### src/rtl/utfx_pkg.sv
// ----------------------------------------------------------------------------
// UTF transcoder package
// Shared payload types, configuration codes and constants of the UTF
// transcoder.
// ----------------------------------------------------------------------------
package utfx_pkg;

	localparam int COUNT_BITS_DEF = 24;
	localparam int TOTAL_BITS     = 24;
	localparam int MAX_UNITS      = 4;

	// Encoding codes. Code 3 behaves as UTF-32.
	localparam logic [1:0] FMT_UTF8  = 2'd0;
	localparam logic [1:0] FMT_UTF16 = 2'd1;
	localparam logic [1:0] FMT_UTF32 = 2'd2;

	// Configuration register indexes.
	localparam logic [2:0] REG_SOURCE_FORMAT = 3'd0;
	localparam logic [2:0] REG_DEST_FORMAT   = 3'd1;
	localparam logic [2:0] REG_SOURCE_SWAP   = 3'd2;
	localparam logic [2:0] REG_DEST_SWAP     = 3'd3;
	localparam logic [2:0] REG_LIMIT_ENABLE  = 3'd4;
	localparam logic [2:0] REG_DEST_LIMIT    = 3'd5;

	typedef struct packed {
		logic [31:0] src_unit;
		logic        src_last;
	} src_item_t;

	typedef struct packed {
		logic [31:0]           dst_unit;
		logic                  unit_valid;
		logic                  end_mark;
		logic [TOTAL_BITS-1:0] units_total;
	} dst_item_t;

	typedef struct packed {
		logic [1:0]            source_format;
		logic [1:0]            dest_format;
		logic                  source_swap;
		logic                  dest_swap;
		logic                  limit_enable;
		logic [TOTAL_BITS-1:0] dest_limit;
	} cfg_t;

	// Partial sequence kept between source units.
	typedef struct packed {
		logic [20:0] partial_code;
		logic [1:0]  bytes_needed;
		logic [9:0]  high_half;
		logic        high_pending;
	} dec_state_t;

	// Everything one source unit produces, ready to be sent out in order.
	typedef struct packed {
		logic [2:0]                             count;
		logic                                   bare;
		logic                                   last;
		logic [MAX_UNITS-1:0][31:0]             units;
		logic [MAX_UNITS-1:0][TOTAL_BITS-1:0]   totals;
	} step_res_t;

endpackage

### src/rtl/utfx_step.sv
// ----------------------------------------------------------------------------
// UTF transcoder step logic
// Decodes one source unit against the pending sequence, encodes a finished
// code point, applies the unit limit and works out the running totals.
// ----------------------------------------------------------------------------
module utfx_step #(
	parameter int COUNT_BITS = utfx_pkg::COUNT_BITS_DEF
) (
	input  utfx_pkg::cfg_t       cfg,
	input  utfx_pkg::src_item_t  item,
	input  utfx_pkg::dec_state_t dec,
	input  logic [COUNT_BITS-1:0] written,
	output utfx_pkg::dec_state_t dec_next,
	output logic [COUNT_BITS-1:0] written_next,
	output utfx_pkg::step_res_t  res
);
	import utfx_pkg::*;

	localparam int CW = ((COUNT_BITS > TOTAL_BITS) ? COUNT_BITS : TOTAL_BITS) + 1;
	localparam logic [COUNT_BITS-1:0] CNT_MAX = {COUNT_BITS{1'b1}};

	function automatic logic [15:0] swap16(input logic [15:0] v);
		return {v[7:0], v[15:8]};
	endfunction

	function automatic logic [31:0] swap32(input logic [31:0] v);
		return {v[7:0], v[15:8], v[23:16], v[31:24]};
	endfunction

	// Saturating add of a small amount to the unit count.
	function automatic logic [COUNT_BITS-1:0] sat_add(input logic [COUNT_BITS-1:0] a,
			input logic [2:0] b);
		logic [COUNT_BITS:0] s;
		s = {1'b0, a} + (COUNT_BITS+1)'(b);
		return s[COUNT_BITS] ? CNT_MAX : s[COUNT_BITS-1:0];
	endfunction

	logic             full;
	logic             have;
	logic [31:0]      cp;
	logic [15:0]      w16;
	logic [7:0]       b8;
	logic [20:0]      c;
	logic [19:0]      v;
	logic [2:0]       n;
	logic [3:0][31:0] u;
	logic [CW-1:0]    uw_ext;
	logic [CW-1:0]    lim_ext;
	logic [CW-1:0]    tot_ext;

	assign uw_ext  = CW'(written);
	assign lim_ext = CW'(cfg.dest_limit);
	assign full    = cfg.limit_enable && (uw_ext >= lim_ext);
	assign b8      = item.src_unit[7:0];
	assign w16     = cfg.source_swap ? swap16(item.src_unit[15:0]) : item.src_unit[15:0];

	// Decoder
	always_comb begin
		dec_next = dec;
		have     = 1'b0;
		cp       = '0;
		if (!full) begin
			unique case (cfg.source_format)
				FMT_UTF8: begin
					if (dec.bytes_needed != 2'd0 && b8[7:6] == 2'b10) begin
						if (dec.bytes_needed == 2'd1) begin
							cp = 32'({dec.partial_code[14:0], b8[5:0]});
							have = 1'b1;
							dec_next.partial_code = '0;
						end else begin
							dec_next.partial_code = {dec.partial_code[14:0], b8[5:0]};
						end
						dec_next.bytes_needed = dec.bytes_needed - 2'd1;
					end else begin
						// A broken sequence is dropped and this byte starts afresh.
						if (dec.bytes_needed != 2'd0) begin
							dec_next = '0;
						end
						if (b8[7] == 1'b0) begin
							cp   = 32'(b8);
							have = 1'b1;
						end else if (b8[7:5] == 3'b110) begin
							dec_next.partial_code = 21'(b8[4:0]);
							dec_next.bytes_needed = 2'd1;
						end else if (b8[7:4] == 4'b1110) begin
							dec_next.partial_code = 21'(b8[3:0]);
							dec_next.bytes_needed = 2'd2;
						end else if (b8[7:3] == 5'b11110) begin
							dec_next.partial_code = 21'(b8[2:0]);
							dec_next.bytes_needed = 2'd3;
						end
					end
				end
				FMT_UTF16: begin
					if (dec.high_pending && w16[15:10] == 6'b110111) begin
						cp = 32'({1'b0, dec.high_half, w16[9:0]} + 21'h10000);
						have = 1'b1;
						dec_next = '0;
					end else begin
						if (dec.high_pending) begin
							dec_next = '0;
						end
						if (w16[15:11] != 5'b11011) begin
							cp   = 32'(w16);
							have = 1'b1;
						end else if (w16[10] == 1'b0) begin
							dec_next.high_half    = w16[9:0];
							dec_next.high_pending = 1'b1;
						end
					end
				end
				default: begin
					cp   = cfg.source_swap ? swap32(item.src_unit) : item.src_unit;
					have = 1'b1;
				end
			endcase
		end
		if (item.src_last) begin
			dec_next = '0;
		end
	end

	// Encoder and limit
	always_comb begin
		c = cp[20:0];
		v = 20'(c - 21'h10000);
		n = 3'd0;
		u = '0;
		if (have && cp < 32'h110000) begin
			unique case (cfg.dest_format)
				FMT_UTF8: begin
					if (c < 21'h80) begin
						u[0] = 32'(c);
						n = 3'd1;
					end else if (c < 21'h800) begin
						u[0] = 32'({3'b110, c[10:6]});
						u[1] = 32'({2'b10, c[5:0]});
						n = 3'd2;
					end else if (c < 21'h10000) begin
						u[0] = 32'({4'b1110, c[15:12]});
						u[1] = 32'({2'b10, c[11:6]});
						u[2] = 32'({2'b10, c[5:0]});
						n = 3'd3;
					end else begin
						u[0] = 32'({5'b11110, c[20:18]});
						u[1] = 32'({2'b10, c[17:12]});
						u[2] = 32'({2'b10, c[11:6]});
						u[3] = 32'({2'b10, c[5:0]});
						n = 3'd4;
					end
				end
				FMT_UTF16: begin
					if (c >= 21'h10000) begin
						u[0] = 32'({6'b110110, v[19:10]});
						u[1] = 32'({6'b110111, v[9:0]});
						n = 3'd2;
					end else if (c[15:11] != 5'b11011) begin
						u[0] = 32'(c[15:0]);
						n = 3'd1;
					end
					if (cfg.dest_swap) begin
						u[0] = 32'(swap16(u[0][15:0]));
						u[1] = 32'(swap16(u[1][15:0]));
					end
				end
				default: begin
					u[0] = cfg.dest_swap ? swap32(cp) : cp;
					n = 3'd1;
				end
			endcase
		end
		// A code point that does not fit in the room left is dropped whole.
		if (cfg.limit_enable && (uw_ext + CW'(n) > lim_ext)) begin
			n = 3'd0;
		end
	end

	// Result and count
	always_comb begin
		res        = '0;
		res.units  = u;
		res.last   = item.src_last;
		res.count  = n;
		tot_ext    = '0;
		for (int k = 0; k < MAX_UNITS; k++) begin
			tot_ext = CW'(sat_add(written, 3'(k + 1)));
			res.totals[k] = tot_ext[TOTAL_BITS-1:0];
		end
		if (item.src_last && n == 3'd0) begin
			// Bare end marker carries the count as it stands.
			res.count     = 3'd1;
			res.bare      = 1'b1;
			res.units     = '0;
			tot_ext       = CW'(written);
			res.totals[0] = tot_ext[TOTAL_BITS-1:0];
		end
		if (item.src_last) begin
			written_next = '0;
		end else if (n != 3'd0) begin
			written_next = sat_add(written, n);
		end else begin
			written_next = written;
		end
	end

endmodule

### src/rtl/unicode_utf_transcoder_unit.sv
// ----------------------------------------------------------------------------
// UTF transcoder, top level
// Converts a stream of UTF-8, UTF-16 or UTF-32 code units into another of
// these encodings, with an optional limit on the number of output units.
// ----------------------------------------------------------------------------
// Usage:
// Source units arrive on the src channel (valid/ready); destination units
// leave on the dst channel (valid/ready), one unit per transfer. A source
// unit is first captured in an input register, then decoded and encoded
// into a result buffer of up to four units, which drains one unit per cycle
// while the receiver is ready and is reloaded from the input register as its
// last unit leaves or when empty. While the receiver is ready and each item
// gives one unit or none, a new source unit can be taken every cycle; an
// item that expands to more units holds the input register until the buffer
// drains, the drain being the limit. The last unit of a text always gives at
// least one transfer, with end_mark set. When the receiver stalls, the
// buffer holds its units and the input register holds the next item, after
// which src_ready drops. The configuration port writes one register per
// clock; the user must use it only while the block is idle, which the block
// does not enforce. Writing source_format drops a pending sequence. Reset
// clears the pending sequence, the unit count and both buffers, and sets the
// registers to their reset values (destination UTF-16).
module unicode_utf_transcoder_unit #(
	parameter int COUNT_BITS = utfx_pkg::COUNT_BITS_DEF
) (
	input  logic                                clk,
	input  logic                                arst_n,
	input  logic                                cfg_we,
	input  logic [2:0]                          cfg_index,
	input  logic [utfx_pkg::TOTAL_BITS-1:0]     cfg_wdata,
	input  logic                                src_valid,
	output logic                                src_ready,
	input  utfx_pkg::src_item_t                 src,
	output logic                                dst_valid,
	input  logic                                dst_ready,
	output utfx_pkg::dst_item_t                 dst
);
	import utfx_pkg::*;

	cfg_t                  cfg_q;
	dec_state_t            dec_q;
	dec_state_t            dec_next;
	logic [COUNT_BITS-1:0] written_q;
	logic [COUNT_BITS-1:0] written_next;
	src_item_t             src_s1;
	logic                  vld_s1;
	step_res_t             res;
	step_res_t             buf_q;
	logic [2:0]            rem_q;
	logic                  load;
	logic                  dst_xfer;

	assign dst_xfer  = dst_valid && dst_ready;
	assign load      = vld_s1 && ((rem_q == 3'd0) || (rem_q == 3'd1 && dst_ready));
	assign src_ready = !vld_s1 || load;

	utfx_step #(
		.COUNT_BITS(COUNT_BITS)
	) u_step (
		.cfg         (cfg_q),
		.item        (src_s1),
		.dec         (dec_q),
		.written     (written_q),
		.dec_next    (dec_next),
		.written_next(written_next),
		.res         (res)
	);

	// Configuration registers
	always_ff @(posedge clk or negedge arst_n) begin
		if (!arst_n) begin
			cfg_q <= '{dest_format: FMT_UTF16, default: '0};
		end else if (cfg_we) begin
			unique case (cfg_index)
				REG_SOURCE_FORMAT: cfg_q.source_format <= cfg_wdata[1:0];
				REG_DEST_FORMAT:   cfg_q.dest_format   <= cfg_wdata[1:0];
				REG_SOURCE_SWAP:   cfg_q.source_swap   <= cfg_wdata[0];
				REG_DEST_SWAP:     cfg_q.dest_swap     <= cfg_wdata[0];
				REG_LIMIT_ENABLE:  cfg_q.limit_enable  <= cfg_wdata[0];
				REG_DEST_LIMIT:    cfg_q.dest_limit    <= cfg_wdata;
				default: ;
			endcase
		end
	end

	// Decoder state and unit count
	always_ff @(posedge clk or negedge arst_n) begin
		if (!arst_n) begin
			dec_q     <= '0;
			written_q <= '0;
		end else if (cfg_we && cfg_index == REG_SOURCE_FORMAT) begin
			dec_q <= '0;
		end else if (load) begin
			dec_q     <= dec_next;
			written_q <= written_next;
		end
	end

	// Input register
	always_ff @(posedge clk or negedge arst_n) begin
		if (!arst_n) begin
			vld_s1 <= 1'b0;
		end else if (src_ready) begin
			vld_s1 <= src_valid;
		end
	end

	always_ff @(posedge clk) begin
		if (src_ready && src_valid) begin
			src_s1 <= src;
		end
	end

	// Result buffer; the head entry is the output register.
	always_ff @(posedge clk or negedge arst_n) begin
		if (!arst_n) begin
			rem_q <= '0;
		end else if (load) begin
			rem_q <= res.count;
		end else if (dst_xfer) begin
			rem_q <= rem_q - 3'd1;
		end
	end

	always_ff @(posedge clk) begin
		if (load) begin
			buf_q <= res;
		end else if (dst_xfer) begin
			buf_q <= '{count: buf_q.count, bare: buf_q.bare, last: buf_q.last,
				units: {32'd0, buf_q.units[MAX_UNITS-1:1]},
				totals: {{TOTAL_BITS{1'b0}}, buf_q.totals[MAX_UNITS-1:1]}};
		end
	end

	assign dst_valid       = (rem_q != 3'd0);
	assign dst.dst_unit    = buf_q.units[0];
	assign dst.unit_valid  = !buf_q.bare;
	assign dst.end_mark    = buf_q.last && (rem_q == 3'd1);
	assign dst.units_total = buf_q.totals[0];

endmodule

### config.mk
export PLATFORM = sky130hd
export DESIGN_NAME = unicode_utf_transcoder_unit
export DESIGN_NICKNAME = d
export VERILOG_FILES = /design/src/rtl/utfx_pkg.sv /design/src/rtl/utfx_step.sv /design/src/rtl/unicode_utf_transcoder_unit.sv
export SDC_FILE = /design/constraint.sdc
export NUM_CORES = 1
export LEC_CHECK = 0
export ABC_AREA = 1
export BUFFER_PORTS_ARGS = -buffer_cell sky130_fd_sc_hd__buf_4
export CORE_ASPECT_RATIO = 0.7
export CORE_MARGIN = 2
export CORE_UTILIZATION = 50
export DETAILED_ROUTE_END_ITERATION = 12
export PLACE_DENSITY = 0.73
export REMOVE_ABC_BUFFERS = 1
export SETUP_SLACK_MARGIN = 0.2
export SLEW_MARGIN = 15
export SYNTH_ARGS = -nofsm -noshare
export SYNTH_HDL_FRONTEND = slang
export SYNTH_SLANG_ARGS = --single-unit
### constraint.sdc
create_clock -name clk -period 9.6 [get_ports clk]
set_input_delay 1.92 -clock clk [delete_from_list [all_inputs] [get_ports clk]]
set_output_delay 1.92 -clock clk [all_outputs]
set_load 0.1 [all_outputs]
==> impl_metrics.yaml <==
status:
  status: "finished clean"
sta:
  fmax_mhz: 114
  setup_tns_ps: 0
  skew_ps: 13.4
  slew_headroom_pct: 26.1
  finalSetupViolCount: 0
  holdWs_ps: 486
  hold_viol_final: 0
  worstMarginPinSlew_ps: 1110
  period_share_pct: 91.5
  min_period_ps: 8780
  rsz0062_at_grt: "no"
  maxSlewViolCount: 0
grt:
  grt_pass1_vias: 16500
  grt_pass1_wl_um: 99700
  grt_max_degree: 90
  antenna_found_initial: 1
  use_met1_pct: 52.4
  grt_use_total_pct: 32.8
  use_met2_pct: 43.7
  busiest_layer: "met1"
  grtUsageMet3_pct: 9.30
  grt_overflow: 0
clocking:
  htreeDepth: 1
  ctsRootBufferMaster: "clkbuf_16"
  cts_buffers: 29
  tritoncts: "yes"
  clkLatencyLatePin_ps: 570
  path_clk_slew_ps: 70
  cts.path.max_buffers: 3
  cts_sinks: 280
finish:
  area_delta_synth_final_pct: 10.3
  final_cells: 3021
  final_cell_mix: "nand2_1, nor2_1, inv_1, o21ai_0, edfxtp_1"
  finalNetCount: 2645
  drive_above_1_share_pct: 12.2
  num_antenna_cells: 0
  final_common_cell: "nand2_1"
  nFillCells: 3488
pwr:
  max-vdd-ir-drop_mv: 0.185
  p_per_area_nw_per_um2: 297
  p_leak_nw: 9.26
yosys:
  async_flop_share_pct: 31.1
  ys.flop_type: "edfxtp_1"
  syn_area_per_cell_um2: 7.64
  synth_edf_count: 193
  syn_inst: 2478
  synth_cell_types: 58
  yosys_warnings: 0
  ys_seq_elements: 280
  ys_seq_area_share_pct: 42.1
  syn_area_um2: 18900
worst_hold_path:
  worstHoldStart: "dec_q[6]"
  worstHoldEndpoint: "dec_q[6]"
  hp-class: "reg -> reg"
  holdPathStages: 2
detailed_routing:
  wl_per_cell_um: 21.4
  vias: 17600
  dr.pass1.iters: 6
  drc: 0
  postRouteAntennaNets: 0
  routed_via_density: 5.84
  drt_wl_total_um: 64700
  dr.first_iter.drc_count: 2354
die:
  die_h_um: 167
  start_util_pct: 50.8
  io_pins: 125
  rows: 59
  core_um2: 37300
  die_w_um: 237
  dieArea_um2: 39500
setup_path:
  critPathTopFamily: "simple AND/OR/NAND/NOR gates"
  critPathKind: "reg -> reg"
  max_stage_delay_ps: 470
  slowest_stage: "dfrtp_1"
  r2r-start: "written_q[15]"
  ff2ff_setup_slack_ps: 820
  crit_buf_inv: 8
  crit_path_end_kind: "register"
  crit_path_frequent_cell: "nand2_1"
  critPathMaxFanout: 33
  arrival_ps: 9240
  cp-start-kind: "register"
  required_ps: 10060
  rr_endpoint: "written_q[12]"
  r2r_cells: 54
placed_design:
  dp.cells: 2965
  gp_congestion: 1.05
  dpl.hpwl_um: 49200
  io_buffers: 124
run:
  maxCapViolations: 0
## registers in the layout (all words and copies together), names as in the netlist
name and flops:
buf_q 104, dst 56, src_s1 33, cfg_q 31, dec_q 28, written_q 24
rem_q 3, vld_s1 1
## kinds of logic (layout without fill, tap and decap cells)
logic type,Yosys count,in the layout,share of synthesized area (%)
compound gates,518,518,15.4
xor+xnor,53,53,2.45
fa+ha+maj,69,69,4.64
buf+inv,441,496,10.5
flops,280,280,42.1
simple gates,1117,1117,25.0
## layer usage
metal  wire length (um)  share of wire, %
met2              25200                39
met4               1190               1.8
met3               7770                12
met5                  0                 0
met1              30600                47
## timing repair
action / 4_1_cts / 5_1_grt
hold buffers: 0 / 0
endpoints found under the setup margin: 0 / 23
buffers inserted: 0 / 3
resized for setup: 0 / 12
## where the power goes
part | internal [W] | switching [W]
Clock | 0.000655 | 0.000489
Sequential | 0.00187 | 0.000138
Combinational | 0.000665 | 0.00238
Total | 0.00319 | 0.00301
## Yosys cell counts, types with 18 or more instances
cell	number	area share, %
buf_2	18	0.48
xor2_1	51	2.4
o21ai_0	198	5.2
a21oi_1	173	4.6
nand2_1	595	12
buf_4	59	2.3
o21ai_1	29	0.77
dfrtp_1	86	11
nand3_1	137	3.6
inv_1	250	5.0
edfxtp_1	193	31
ha_1	67	4.4
o31ai_1	27	1.1
nand2_2	18	0.59
clkbuf_1	76	1.5
nor3_1	37	0.98
nor2_1	269	5.3
a31oi_1	20	0.66
## cell type report
| cell class | instances | area [um^2] | share of cell area, % |
|---|---|---|---|
| clock buffers | 42 | 835 | 3.99 |
| multi-input cells | 1757 | 9040 | 43.3 |
| flip-flops and latches | 280 | 7970 | 38.2 |
| inverters | 271 | 1020 | 4.88 |
| well taps | 488 | 611 | 2.92 |
| repair buffers | 172 | 1290 | 6.20 |
| clock inverters | 11 | 114 | 0.545 |
## metrics by stage
stage                     setup WS [ps]  utilization, %  cell area (um^2)  total power, W
final                               815            56.0             20900         0.00620
after global routing                211            56.0             20900         0.00652
after CTS                           304            55.9             20800         0.00617
after detailed placement            318            53.3             19900         0.00502
after global placement              443            53.3             19900         0.00498
after floorplan                     243               -             18000         0.00421
## worst register-to-register path: cells and delay by family (launching register included)
kind / cells / cell delay [ps]
AOI/OAI and AO/OA: 7 / 820
DFF: 1 / 470
and+or+nand+nor: 31 / 4770
buffers and inverters: 8 / 670
adders and majority gates: 7 / 1790
xor gates and xnor gates: 1 / 200
## how the worst max path moves through the flow
| stage | startpoint | to | slack, ps | depth (start not counted) |
|---|---|---|---|---|
| 5_1_grt | written_q[15] | written_q[12] | 210 | 54 |
| 2_1_floorplan | rem_q[0] | rem_q[0] | 240 | 7 |
| 4_1_cts | written_q[15] | written_q[9] | 300 | 52 |
| 3_5_place_dp | written_q[15] | written_q[9] | 320 | 52 |
| 3_3_place_gp | written_q[15] | written_q[19] | 440 | 51 |
| 6_report | written_q[15] | written_q[12] | 820 | 54 |
Power figures use the tool's default switching activity.
